==> config.mk <==
export PLATFORM = sky130hd
export DESIGN_NAME = kway_merge_min_heap
export DESIGN_NICKNAME = d
export VERILOG_FILES = /design/src/hdl/kmmh_pkg.sv /design/src/hdl/kway_merge_min_heap.sv
export SDC_FILE = /design/constraint.sdc
export NUM_CORES = 2
export LEC_CHECK = 0
export ABC_CLOCK_PERIOD_IN_PS = 27900
export BUFFER_PORTS_ARGS = -buffer_cell sky130_fd_sc_hd__buf_2
export CAP_MARGIN = 20
export CORE_MARGIN = 1.5
export CORE_UTILIZATION = 40
export CTS_BUF_LIST = sky130_fd_sc_hd__clkbuf_4 sky130_fd_sc_hd__clkbuf_8 sky130_fd_sc_hd__clkbuf_16
export CTS_CLUSTER_DIAMETER = 120
export DETAILED_ROUTE_END_ITERATION = 10
export PLACE_DENSITY = 0.65
export SLEW_MARGIN = 0
export SYNTH_ARGS = -nofsm -noshare
export SYNTH_HDL_FRONTEND = slang
export SYNTH_SLANG_ARGS = --single-unit
==> constraint.sdc <==
create_clock -name clock -period 27.9 [get_ports clock]
set_input_delay 2.79 -clock clock [delete_from_list [all_inputs] [get_ports clock]]
set_output_delay 2.79 -clock clock [all_outputs]
set_load 0.02 [all_outputs]
==> src/hdl/kmmh_pkg.sv <==
// kmmh_pkg: shared types, widths and the heap compare function for the k-way merge block
// used by kway_merge_min_heap and kmmh_checker; no dependencies
package kmmh_pkg;

   // item field widths
   localparam int KEY_W  = 64;
   localparam int ROW_W  = 64;
   localparam int RUN_W  = 5;   // run tag as loaded, follows the width of num_runs
   localparam int NEXT_W = 4;   // run tag as shown on the result item
   localparam int CFG_W  = 5;

   // stream payload widths
   localparam int REQ_DATA_W = KEY_W + ROW_W;
   localparam int RSP_DATA_W = ((ROW_W + KEY_W + NEXT_W + 7) / 8) * 8;

   // defaults
   localparam int               MAX_RUNS_DEF = 16;
   localparam logic [CFG_W-1:0] NUM_RUNS_RST = CFG_W'(2);

   // one heap slot
   typedef struct packed {
      logic [RUN_W-1:0]        run;
      logic [ROW_W-1:0]        row;
      logic signed [KEY_W-1:0] key;
   } entry_type;

   // true when slot c must sit above slot p; with two runs a tie goes to the higher run
   function automatic logic beats(entry_type c, entry_type p, logic pair);
      logic lt;
      logic tie;
      lt  = (c.key < p.key);
      tie = pair && (c.key == p.key) && (c.run > p.run);
      return lt || tie;
   endfunction

endpackage

==> src/hdl/kway_merge_min_heap.sv <==
// kway_merge_min_heap: k-way merge of key-sorted runs over a binary min-heap
// depends on kmmh_pkg; heap slots live in a two-read, one-write memory
//
// The block merges num_runs sorted runs into one stream. First the head of each run (or an
// end marker, tuser high) is sent in run order; every load item but the last gives no
// result. After the last one the heap is built and the smallest head comes out, with the
// run that must supply the next item; each later item is that run's next element or its
// end marker, and gives exactly one result. A result with tuser low and tlast high means
// every run has ended. A merge item sinks the new head through the heap; an end marker
// first fetches the last slot, which then sinks from the root in its place. The final
// load item is followed by the heap build and then the result. The heap memory sets the
// pace: each level is a registered read of both children followed by a compare and
// write. The block accepts no item until the current one is done; a finished result may
// wait in the output register while the next item is taken. num_runs of 0 acts as 1 and
// values above MAX_RUNS act as MAX_RUNS; write it only while idle.
module kway_merge_min_heap #(
   parameter int MAX_RUNS = kmmh_pkg::MAX_RUNS_DEF
) (
   input  logic                              clock,
   input  logic                              reset,
   // configuration
   input  logic                              csr_wr_en,
   input  logic [kmmh_pkg::CFG_W-1:0]        csr_wr_data,
   // input items
   input  logic                              req_tvalid,
   output logic                              req_tready,
   input  logic [kmmh_pkg::REQ_DATA_W-1:0]   req_tdata,   // key [63:0], row_id [127:64]
   input  logic                              req_tuser,   // mode
   // result items
   output logic                              rsp_tvalid,
   input  logic                              rsp_tready,
   output logic [kmmh_pkg::RSP_DATA_W-1:0]   rsp_tdata,   // out_row_id, out_key, next_run, pad
   output logic                              rsp_tuser,   // has_item
   output logic                              rsp_tlast    // done_res
);

   localparam int AW = (MAX_RUNS > 1) ? $clog2(MAX_RUNS) : 1;
   localparam int LW = $clog2(MAX_RUNS + 1);
   localparam int CW = AW + 2;

   typedef enum logic [2:0] {
      S_IDLE,
      S_BLD_RD,
      S_BLD_LD,
      S_LAST_RD,
      S_LAST_LD,
      S_SIFT_RD,
      S_SIFT_CMP,
      S_EMIT
   } state_type;

   // control state
   state_type                     state_ff, state_in;
   logic [kmmh_pkg::CFG_W-1:0]    num_runs_ff, num_runs_in;
   logic [LW-1:0]                 live_ff, live_in;
   logic [kmmh_pkg::RUN_W-1:0]    load_idx_ff, load_idx_in;
   logic                          phase_ff, phase_in;
   logic                          build_ff, build_in;
   logic                          rsp_valid_ff, rsp_valid_in;

   // datapath state
   kmmh_pkg::entry_type           hold_ff, hold_in;   // element being sifted
   kmmh_pkg::entry_type           root_ff;            // copy of slot 0
   logic [AW-1:0]                 cur_ff, cur_in;
   logic [AW-1:0]                 bld_ff, bld_in;
   logic [kmmh_pkg::RSP_DATA_W-1:0] rsp_data_ff, rsp_data_in;
   logic                          rsp_user_ff, rsp_user_in;
   logic                          rsp_last_ff, rsp_last_in;

   // heap memory
   kmmh_pkg::entry_type           heap_mem [MAX_RUNS];
   kmmh_pkg::entry_type           rd_a_ff, rd_b_ff;
   logic [AW-1:0]                 rd_a_addr, rd_b_addr, wr_addr;
   kmmh_pkg::entry_type           wr_data;
   logic                          wr_en;

   // combinational helpers
   logic [kmmh_pkg::CFG_W-1:0]    eff_runs;
   logic                          pair;
   logic                          accept;
   logic                          in_mode;
   kmmh_pkg::entry_type           in_entry;
   logic [CW-1:0]                 l_idx, r_idx, bl_idx;
   logic                          have_l, have_r, bld_has_kid;
   logic                          beat_l, beat_r;
   logic                          has_space;
   logic [kmmh_pkg::RUN_W:0]      load_next;

   // effective run count and tie rule
   always_comb begin
      priority if (num_runs_ff == '0) begin
         eff_runs = kmmh_pkg::CFG_W'(1);
      end else if (int'(num_runs_ff) > MAX_RUNS) begin
         eff_runs = kmmh_pkg::CFG_W'(MAX_RUNS);
      end else begin
         eff_runs = num_runs_ff;
      end
   end
   assign pair = (eff_runs == kmmh_pkg::CFG_W'(2));

   // input unpacking
   assign accept       = req_tvalid && req_tready;
   assign in_mode      = req_tuser;
   assign in_entry.key = req_tdata[kmmh_pkg::KEY_W-1:0];
   assign in_entry.row = req_tdata[kmmh_pkg::REQ_DATA_W-1:kmmh_pkg::KEY_W];
   assign in_entry.run = load_idx_ff;
   assign has_space    = int'(live_ff) < MAX_RUNS;
   assign load_next    = {1'b0, load_idx_ff} + (kmmh_pkg::RUN_W + 1)'(1);

   // child indexes of the current slot and of the build start slot
   assign l_idx       = (CW'(cur_ff) << 1) + CW'(1);
   assign r_idx       = (CW'(cur_ff) << 1) + CW'(2);
   assign bl_idx      = (CW'(bld_ff) << 1) + CW'(1);
   assign have_l      = int'(l_idx) < int'(live_ff);
   assign have_r      = int'(r_idx) < int'(live_ff);
   assign bld_has_kid = int'(bl_idx) < int'(live_ff);

   // one level of the sift: pick the smallest of the held element and both children
   always_comb begin
      beat_l = have_l && kmmh_pkg::beats(rd_a_ff, hold_ff, pair);
      if (beat_l) begin
         beat_r = have_r && kmmh_pkg::beats(rd_b_ff, rd_a_ff, pair);
      end else begin
         beat_r = have_r && kmmh_pkg::beats(rd_b_ff, hold_ff, pair);
      end
   end

   assign req_tready = (state_ff == S_IDLE);

   // sequencer next state and memory port control
   always_comb begin
      state_in     = state_ff;
      num_runs_in  = csr_wr_en ? csr_wr_data : num_runs_ff;
      live_in      = live_ff;
      load_idx_in  = load_idx_ff;
      phase_in     = phase_ff;
      build_in     = build_ff;
      hold_in      = hold_ff;
      cur_in       = cur_ff;
      bld_in       = bld_ff;
      rsp_valid_in = rsp_valid_ff && !rsp_tready;
      rsp_data_in  = rsp_data_ff;
      rsp_user_in  = rsp_user_ff;
      rsp_last_in  = rsp_last_ff;
      rd_a_addr    = l_idx[AW-1:0];
      rd_b_addr    = r_idx[AW-1:0];
      wr_en        = 1'b0;
      wr_addr      = cur_ff;
      wr_data      = hold_ff;

      unique case (state_ff)
         S_IDLE: begin
            if (accept) begin
               if (!phase_ff) begin
                  // load the head of the next run
                  if (!in_mode && has_space) begin
                     wr_en   = 1'b1;
                     wr_addr = live_ff[AW-1:0];
                     wr_data = in_entry;
                     live_in = live_ff + LW'(1);
                  end
                  load_idx_in = load_next[kmmh_pkg::RUN_W-1:0];
                  if (load_next >= {1'b0, eff_runs}) begin
                     phase_in = 1'b1;
                     build_in = 1'b1;
                     if (!in_mode && has_space) begin
                        bld_in = AW'((live_ff + LW'(1)) >> 1);
                     end else begin
                        bld_in = AW'(live_ff >> 1);
                     end
                     state_in = S_BLD_RD;
                  end
               end else if (live_ff == '0) begin
                  state_in = S_EMIT;
               end else if (!in_mode) begin
                  // new head of the root's run replaces the root
                  hold_in.key = in_entry.key;
                  hold_in.row = in_entry.row;
                  hold_in.run = root_ff.run;
                  cur_in      = '0;
                  build_in    = 1'b0;
                  state_in    = S_SIFT_RD;
               end else begin
                  // root's run ended: the last slot moves up
                  live_in  = live_ff - LW'(1);
                  build_in = 1'b0;
                  cur_in   = '0;
                  if (live_ff == LW'(1)) begin
                     state_in = S_EMIT;
                  end else begin
                     state_in = S_LAST_RD;
                  end
               end
            end
         end
         S_BLD_RD: begin
            rd_a_addr = bld_ff;
            if (bld_has_kid) begin
               state_in = S_BLD_LD;
            end else if (bld_ff == '0) begin
               state_in = S_EMIT;
            end else begin
               bld_in = bld_ff - AW'(1);
            end
         end
         S_BLD_LD: begin
            hold_in  = rd_a_ff;
            cur_in   = bld_ff;
            state_in = S_SIFT_RD;
         end
         S_LAST_RD: begin
            rd_a_addr = live_ff[AW-1:0];
            state_in  = S_LAST_LD;
         end
         S_LAST_LD: begin
            hold_in  = rd_a_ff;
            state_in = S_SIFT_RD;
         end
         S_SIFT_RD: begin
            if (have_l) begin
               state_in = S_SIFT_CMP;
            end else begin
               // leaf reached: park the held element
               wr_en = 1'b1;
               if (build_ff && bld_ff != '0) begin
                  bld_in   = bld_ff - AW'(1);
                  state_in = S_BLD_RD;
               end else begin
                  state_in = S_EMIT;
               end
            end
         end
         S_SIFT_CMP: begin
            wr_en = 1'b1;
            priority if (beat_r) begin
               wr_data  = rd_b_ff;
               cur_in   = r_idx[AW-1:0];
               state_in = S_SIFT_RD;
            end else if (beat_l) begin
               wr_data  = rd_a_ff;
               cur_in   = l_idx[AW-1:0];
               state_in = S_SIFT_RD;
            end else if (build_ff && bld_ff != '0) begin
               bld_in   = bld_ff - AW'(1);
               state_in = S_BLD_RD;
            end else begin
               state_in = S_EMIT;
            end
         end
         S_EMIT: begin
            if (!rsp_valid_ff || rsp_tready) begin
               rsp_valid_in = 1'b1;
               if (live_ff != '0) begin
                  rsp_user_in = 1'b1;
                  rsp_last_in = 1'b0;
                  rsp_data_in = kmmh_pkg::RSP_DATA_W'({root_ff.run[kmmh_pkg::NEXT_W-1:0],
                                                      root_ff.key, root_ff.row});
               end else begin
                  rsp_user_in = 1'b0;
                  rsp_last_in = 1'b1;
                  rsp_data_in = '0;
               end
               state_in = S_IDLE;
            end
         end
         default: begin
            state_in = S_IDLE;
         end
      endcase
   end

   // heap memory with registered reads
   always_ff @(posedge clock) begin
      if (wr_en) begin
         heap_mem[wr_addr] <= wr_data;
      end
      rd_a_ff <= heap_mem[rd_a_addr];
      rd_b_ff <= heap_mem[rd_b_addr];
   end

   // sequencer state and registered outputs
   always_ff @(posedge clock) begin
      if (reset) begin
         state_ff     <= S_IDLE;
         num_runs_ff  <= kmmh_pkg::NUM_RUNS_RST;
         live_ff      <= '0;
         load_idx_ff  <= '0;
         phase_ff     <= 1'b0;
         build_ff     <= 1'b0;
         rsp_valid_ff <= 1'b0;
      end else begin
         state_ff     <= state_in;
         num_runs_ff  <= num_runs_in;
         live_ff      <= live_in;
         load_idx_ff  <= load_idx_in;
         phase_ff     <= phase_in;
         build_ff     <= build_in;
         rsp_valid_ff <= rsp_valid_in;
      end
      hold_ff     <= hold_in;
      cur_ff      <= cur_in;
      bld_ff      <= bld_in;
      rsp_data_ff <= rsp_data_in;
      rsp_user_ff <= rsp_user_in;
      rsp_last_ff <= rsp_last_in;
      // slot 0 copy follows every write to the root
      if (wr_en && wr_addr == '0) begin
         root_ff <= wr_data;
      end
   end

   assign rsp_tvalid = rsp_valid_ff;
   assign rsp_tdata  = rsp_data_ff;
   assign rsp_tuser  = rsp_user_ff;
   assign rsp_tlast  = rsp_last_ff;

endmodule

# [Yosys cells after proc, flatten, opt, wreduce, memory -nomap -nowiden]
# Memories as Yosys holds them, arrays and structs flattened. A register that Yosys moved wholly into a read port is not among the register bits.
# Index checks and enable logic that the tools add are counted.
[word_totals] register_bits=433 ramBits=2128 in_bits=139 output_inout_bits=140 word_cells=182 mem_count=1
[mem_list] memory="heap_mem" words=16 width=133 rd=2 rd_ports_with_merged_regs=2 wr=1 line_no="kway_merge_min_heap.sv:71" text="kmmh_pkg::entry_type heap_mem [MAX_RUNS];"
[classes] n_addsub=7 magnitude_cmp=12 eq_ne=29 n_mux=70 bitwise_logic=1 reduce_logical=43
[op_table] operator="two-way mux 133 bit" n=9
[op_table] operator="one-hot mux 133 bit (2 select lines)" n=2
[op_table] operator="== test 64 bit" n=3
[op_table] operator="< comparator 64 bit" n=3
[op_table] operator="two-way mux 4 bit" n=19
[op_table] operator="two-way mux 3 bit" n=13
[op_table] operator="two-way mux 5 bit" n=6
[op_table] operator="!= test 2 bit (second input constant)" n=11
[op_table] operator="one-hot mux 3 bit (7 select lines)" n=1
[op_table] operator="adder 5 x 1 -> 6 bit (second input constant)" n=3
[op_table] operator="< comparator 6 x 5 -> 1 bit" n=3
[op_table] operator="two-way mux 1 bit" n=16
[op_table] operator="one-hot mux 4 bit (4 select lines)" n=1
[op_table] operator="> comparator 5 bit" n=3
[op_table] operator="AND reduction 5 bit" n=3
[op_table] operator="logical AND 1 bit" n=14
[op_table] operator="== test 3 bit (second input constant)" n=4
[op_table] operator="one-hot mux 4 bit (3 select lines)" n=1
[op_table] operator="zero test 5 bit" n=2
[op_table] operator="AND reduction 9 bit" n=1
[op_table] operator="zero test 4 bit" n=2
[op_table] operator="one-hot mux 4 bit (2 select lines)" n=1
[op_table] operator="AND reduction 4 bit" n=2
[op_table] operator="nonzero test 4 bit" n=2
[op_table] operator="other kinds (25)" n=37

# [Logic depth before layout (Yosys ltp)]
[logic_depth] word_depth=11 ltp_mapped=17 depth_no_buf=14

# [Least setup slack after synthesis]
# OpenSTA, ideal clock, no wires.
[synth_timing] kind="input to register" startpoint="in rsp_tready" endpoint="reg rsp_data_ff (netlist bit rsp_tdata[0]) (enable)" setup_ps=818 arrival_ps=12521 t_required_ps=27082 path_slack_ps=14561 cell_stages=2 path_buffers=0 cell_sequence="nor2b_1 nor3b_1"
[synth_via] elab_chain_len=2
[synth_lines] element="start, declared" line_no="kway_merge_min_heap.sv:31" text="input logic rsp_tready,"
[synth_lines] element="logical OR 1 bit" line_no="kway_merge_min_heap.sv:251" text="if (!rsp_valid_ff || rsp_tready) begin"
[synth_lines] element="AND reduction 2 bit (no source line)"
[synth_lines] element="end signal, assigned" line_no="kway_merge_min_heap.sv:303" text="rsp_data_ff <= rsp_data_in;"
[synth_lines] element="end, declared" line_no="kway_merge_min_heap.sv:66" text="logic [kmmh_pkg::RSP_DATA_W-1:0] rsp_data_ff, rsp_data_in;"
# No other way between the ends.
# A chain may end at the register's enable or synchronous reset.

# [Worst setup path in the final report]
[layout_timing] startpoint="in req_tvalid" endpoint="mem heap_mem[3][119] (netlist name) (enable)"
[layout_via] elab_chain_len=5 elab_cells_between_ends=7 cone_classes="6 x mux; 1 x reduce/logical"
[layout_lines] element="start, declared" line_no="kway_merge_min_heap.sv:25" text="input logic req_tvalid,"
[layout_lines] element="logical AND 1 bit (*)" line_no="kway_merge_min_heap.sv:102" text="assign accept = req_tvalid && req_tready;"
[layout_lines] element="two-way mux 1 bit" line_no="kway_merge_min_heap.sv:153" text="if (accept) begin"
[layout_lines] element="one-hot mux 1 bit (3 select lines)" line_no="kway_merge_min_heap.sv:151" text="unique case (state_ff)"
[layout_lines] element="two-way mux 1 bit" line_no="kway_merge_min_heap.sv:274" text="if (wr_en) begin"
[layout_lines] element="two-way mux 1 bit (implied by the code)" line_no="kway_merge_min_heap.sv:275" text="heap_mem[wr_addr] <= wr_data;"
[layout_lines] element="end, declared" line_no="kway_merge_min_heap.sv:71"
# Every way passes the cells marked *; elsewhere a longest branch is shown, timed or not.

==> out/results.ini <==
[status]
status = finished clean

[route]
vias = 63200
post_drt_wl_per_cell_um = 30.8
wl_um = 323000
drc_errors = 0
first_pass_iters = 5
drtAntennaViolNets = 0
via_per_inst = 6.02
drt-initial-drc-count = 6702

[floorplanning]
core_area_um2 = 288000
rows = 197
die-area_um2 = 293000
io_pins = 279
die_x_um = 541
die_h_um = 541
start_util_pct = 40.2

[min_path]
min_path_cells = 1
hp-class = reg -> reg

[global_route]
antenna_found_initial = 28
grt_pass1_wl_um = 464000
grt_max_degree = 171
overflow = 0
grt_use_total_pct = 21.7
grt_pass1_vias = 65000

[clock_network]
clk_path_buf_depth = 4
clkLatencyLatePin_ns = 0.87
h-tree-depth = 5
cts_sinks = 2690
cts_buffers = 297
cts_hold_buf = 0
path_clk_slew_ns = 0.06
cts_tree = built
cts-root-buf = clkbuf_16
post_cts_resized = 0
postCtsSetupBuffers = 0

[pwr]
pwr_density_cell_nw_per_um2 = 120
ir_drop_v = 0.000117
p_leak_nw = 43.8

[setup_path]
path_class = in -> reg
worstSetupStartpointType = input pin
required_ns = 28.35
cp-end-kind = register
arrival_ns = 8.08
path_max_fanout = 41
reg2regPathDepth = 11

[sta]
slew_viol_final = 0
slew_headroom_pct = 21.5
clock.fmax_ghz = 0.131
finalSetupTns_ns = 0
finalCriticalPeriod_ns = 7.63
finalSetupViolCount = 0
grt_setup_unrepaired = false
tightest_slew_ns = 1.18
timing_hold_violations_final = 0
fin_crit_sh_pct = 27.3
worst_clock_skew_ns = 0.0538

[cells_and_area]
regArea_um2 = 77900
area_growth_pct = 13.8
final_cell_area_um2 = 132000
drive_gt1_share_pct = 29.8
n_fill_cell = 24200
fin_nets = 6835
multiInputGateArea_um2 = 35900

[logic_synthesis]
yosys_warnings = 0
async_reset_ff_share_pct = 0
synth_edf_count = 2403
syn_area_um2 = 116000
yosysSeqAreaShare_pct = 67.3
synth_cells = 6166
synth_flop_cell = edfxtp_1
avgSynthCellArea_um2 = 18.8
ys_types = 71
ys_ff_latch = 2690

[run]
cap_violations = 0

[placed_design]
gp_congestion = 0.841
hpwl_um = 177000
postPlaceCellArea_um2 = 122000
port_buffers = 274

[layer usage]
metal | vias to the layer above | routed length (µm) | track usage (%)
met4 | 18 | 8280 | 5.90
met2 | 2869 | 153000 | 34.7
met3 | 470 | 27900 | 4.34
met1 | 33600 | 134000 | 30.3
li1 | 26300 | - | -
met5 | - | 117 | 0
[power by group]
group / switching, W / internal (W) / total, W
sequential: 0.000309 / 0.00593 / 0.00624
combinational: 0.00342 / 0.00213 / 0.00554
clock: 0.00164 / 0.00240 / 0.00405
[logic make-up (layout without fill, tap and decap cells)]
logic type	after synthesis	in the layout	share of synthesized area [%]
flops	2690	2690	67.3
mux	1340	1340	20.5
compound gates	790	790	5.01
buf+inv	551	1089	1.94
simple gates	548	548	2.67
fa+ha+maj	229	229	2.47
xor+xnor	17	17	0.129
other cells	1	17	0.00324
[synth_stat cells, types with 4 or more instances]
cell type | count | area [µm²]
mux2_2 | 266 | 3000
a221o_1 | 135 | 1350
buf_2 | 44 | 220
ha_1 | 229 | 2870
nand3_1 | 19 | 95.1
o211ai_1 | 6 | 45.0
a31oi_1 | 10 | 62.6
buf_8 | 8 | 120
a21oi_1 | 232 | 1160
xnor2_1 | 11 | 96.3
nor3_1 | 18 | 90.1
nand2_1 | 68 | 255
or3_1 | 5 | 31.3
o2bb2ai_1 | 136 | 1190
nor2b_1 | 146 | 913
xor2_1 | 6 | 52.6
nand4_1 | 43 | 269
mux2i_1 | 276 | 2760
a21boi_0 | 5 | 37.5
dfxtp_1 | 287 | 5750
nand2b_1 | 6 | 37.5
edfxtp_1 | 2403 | 72200
inv_1 | 160 | 601
o2111ai_1 | 5 | 43.8
a221oi_1 | 4 | 35.0
buf_4 | 6 | 45.0
or4_1 | 6 | 45.0
and2_1 | 134 | 838
a21o_1 | 18 | 135
a211oi_1 | 153 | 1150
nor2_1 | 72 | 270
o21ai_0 | 46 | 230
mux4_2 | 798 | 18000
and3_1 | 4 | 25.0
nor4_1 | 11 | 68.8
clkbuf_1 | 269 | 1010
o21a_1 | 6 | 45.0
buf_1 | 61 | 229
[critical path, stage by stage]
cell,delay [ns]
buf_2,0.24
nand2_1,0.20
nor4_2,0.25
buf_4,0.78
buf_4,0.88
a21oi_1,0.50
nor2_4,0.97
buf_4,0.63
buf_4,0.71
[final timing paths]
| path | endpoint | from | slack, ns |
|---|---|---|---|
| worst max register to register | heap_mem[3][119] | state_ff[2] | 20.94 |
| worst max-delay path | heap_mem[3][119] | req_tvalid | 20.27 |
| worst min-delay path | hold_ff[92] | rd_a_ff[92] | 0.55 |
| worst min register to register | hold_ff[92] | rd_a_ff[92] | 0.55 |
[cells in the final DEF, fill, tap and decap left out, types with 9 or more instances in the layout]
master      Yosys  final
a211oi_1      153    153
a21o_1         18     18
a21oi_1       232    229
a221o_1       135    135
a31oi_1        10     10
and2_1        134    133
buf_12          0     21
buf_2          44    274
buf_4           6     94
bufinv_16       0     34
clkbuf_16       0    300
clkbuf_4        0     56
clkbuf_8        0     15
clkinv_1        1     40
clkinv_2        0     46
clkinv_8        0      9
clkinvlp_4      0     16
dfxtp_1       287    287
diode_2         0     13
edfxtp_1     2403   2403
ha_1          229    228
inv_1         160    160
inv_6           0     13
mux2_2        266    266
mux2i_1       276    276
mux4_2        798    798
nand2_1        68     67
nand3_1        19     19
nand4_1        43     43
nor2_1         72     56
nor2_4          0     16
nor2b_1       146    146
nor3_1         18     17
nor4_1         11      9
o21ai_0        46     46
o2bb2ai_1     136    136
xnor2_1        11     11
[metrics by stage]
step	instances	hold slack [ns]	worst slack [ns]	total power, W	utilization (%)
final	10500	0.554	20.27	0.0158	45.8
after global routing	10500	0.571	20.17	0.0165	45.8
after CTS	10500	0.559	20.30	0.0159	45.8
after detailed placement	9948	0.543	19.43	0.0118	42.2
after global placement	9946	0.536	19.41	0.0117	42.2
after floorplan	6169	0.485	14.56	0.0101	-
[cell type report]
cell class	instances	share of cell area (%)
flip-flops and latches	2690	59.1
multi-input cells	2928	27.3
clock buffers	371	6.17
well taps	3781	3.59
repair buffers	389	1.90
clock inverters	168	1.48
inverters	161	0.459
diodes	13	0.0247
[registers in the layout, summed over array words and instances, names as in the netlist, 5 cells and up]
register and flops:
hold_ff 133, load_idx_ff 5, live_ff 5, rd_a_ff 133
rsp_tdata 132, heap_mem 2128, rd_b_ff 133, num_runs_ff 5
Note: power is estimated with default switching activity, not from simulation.
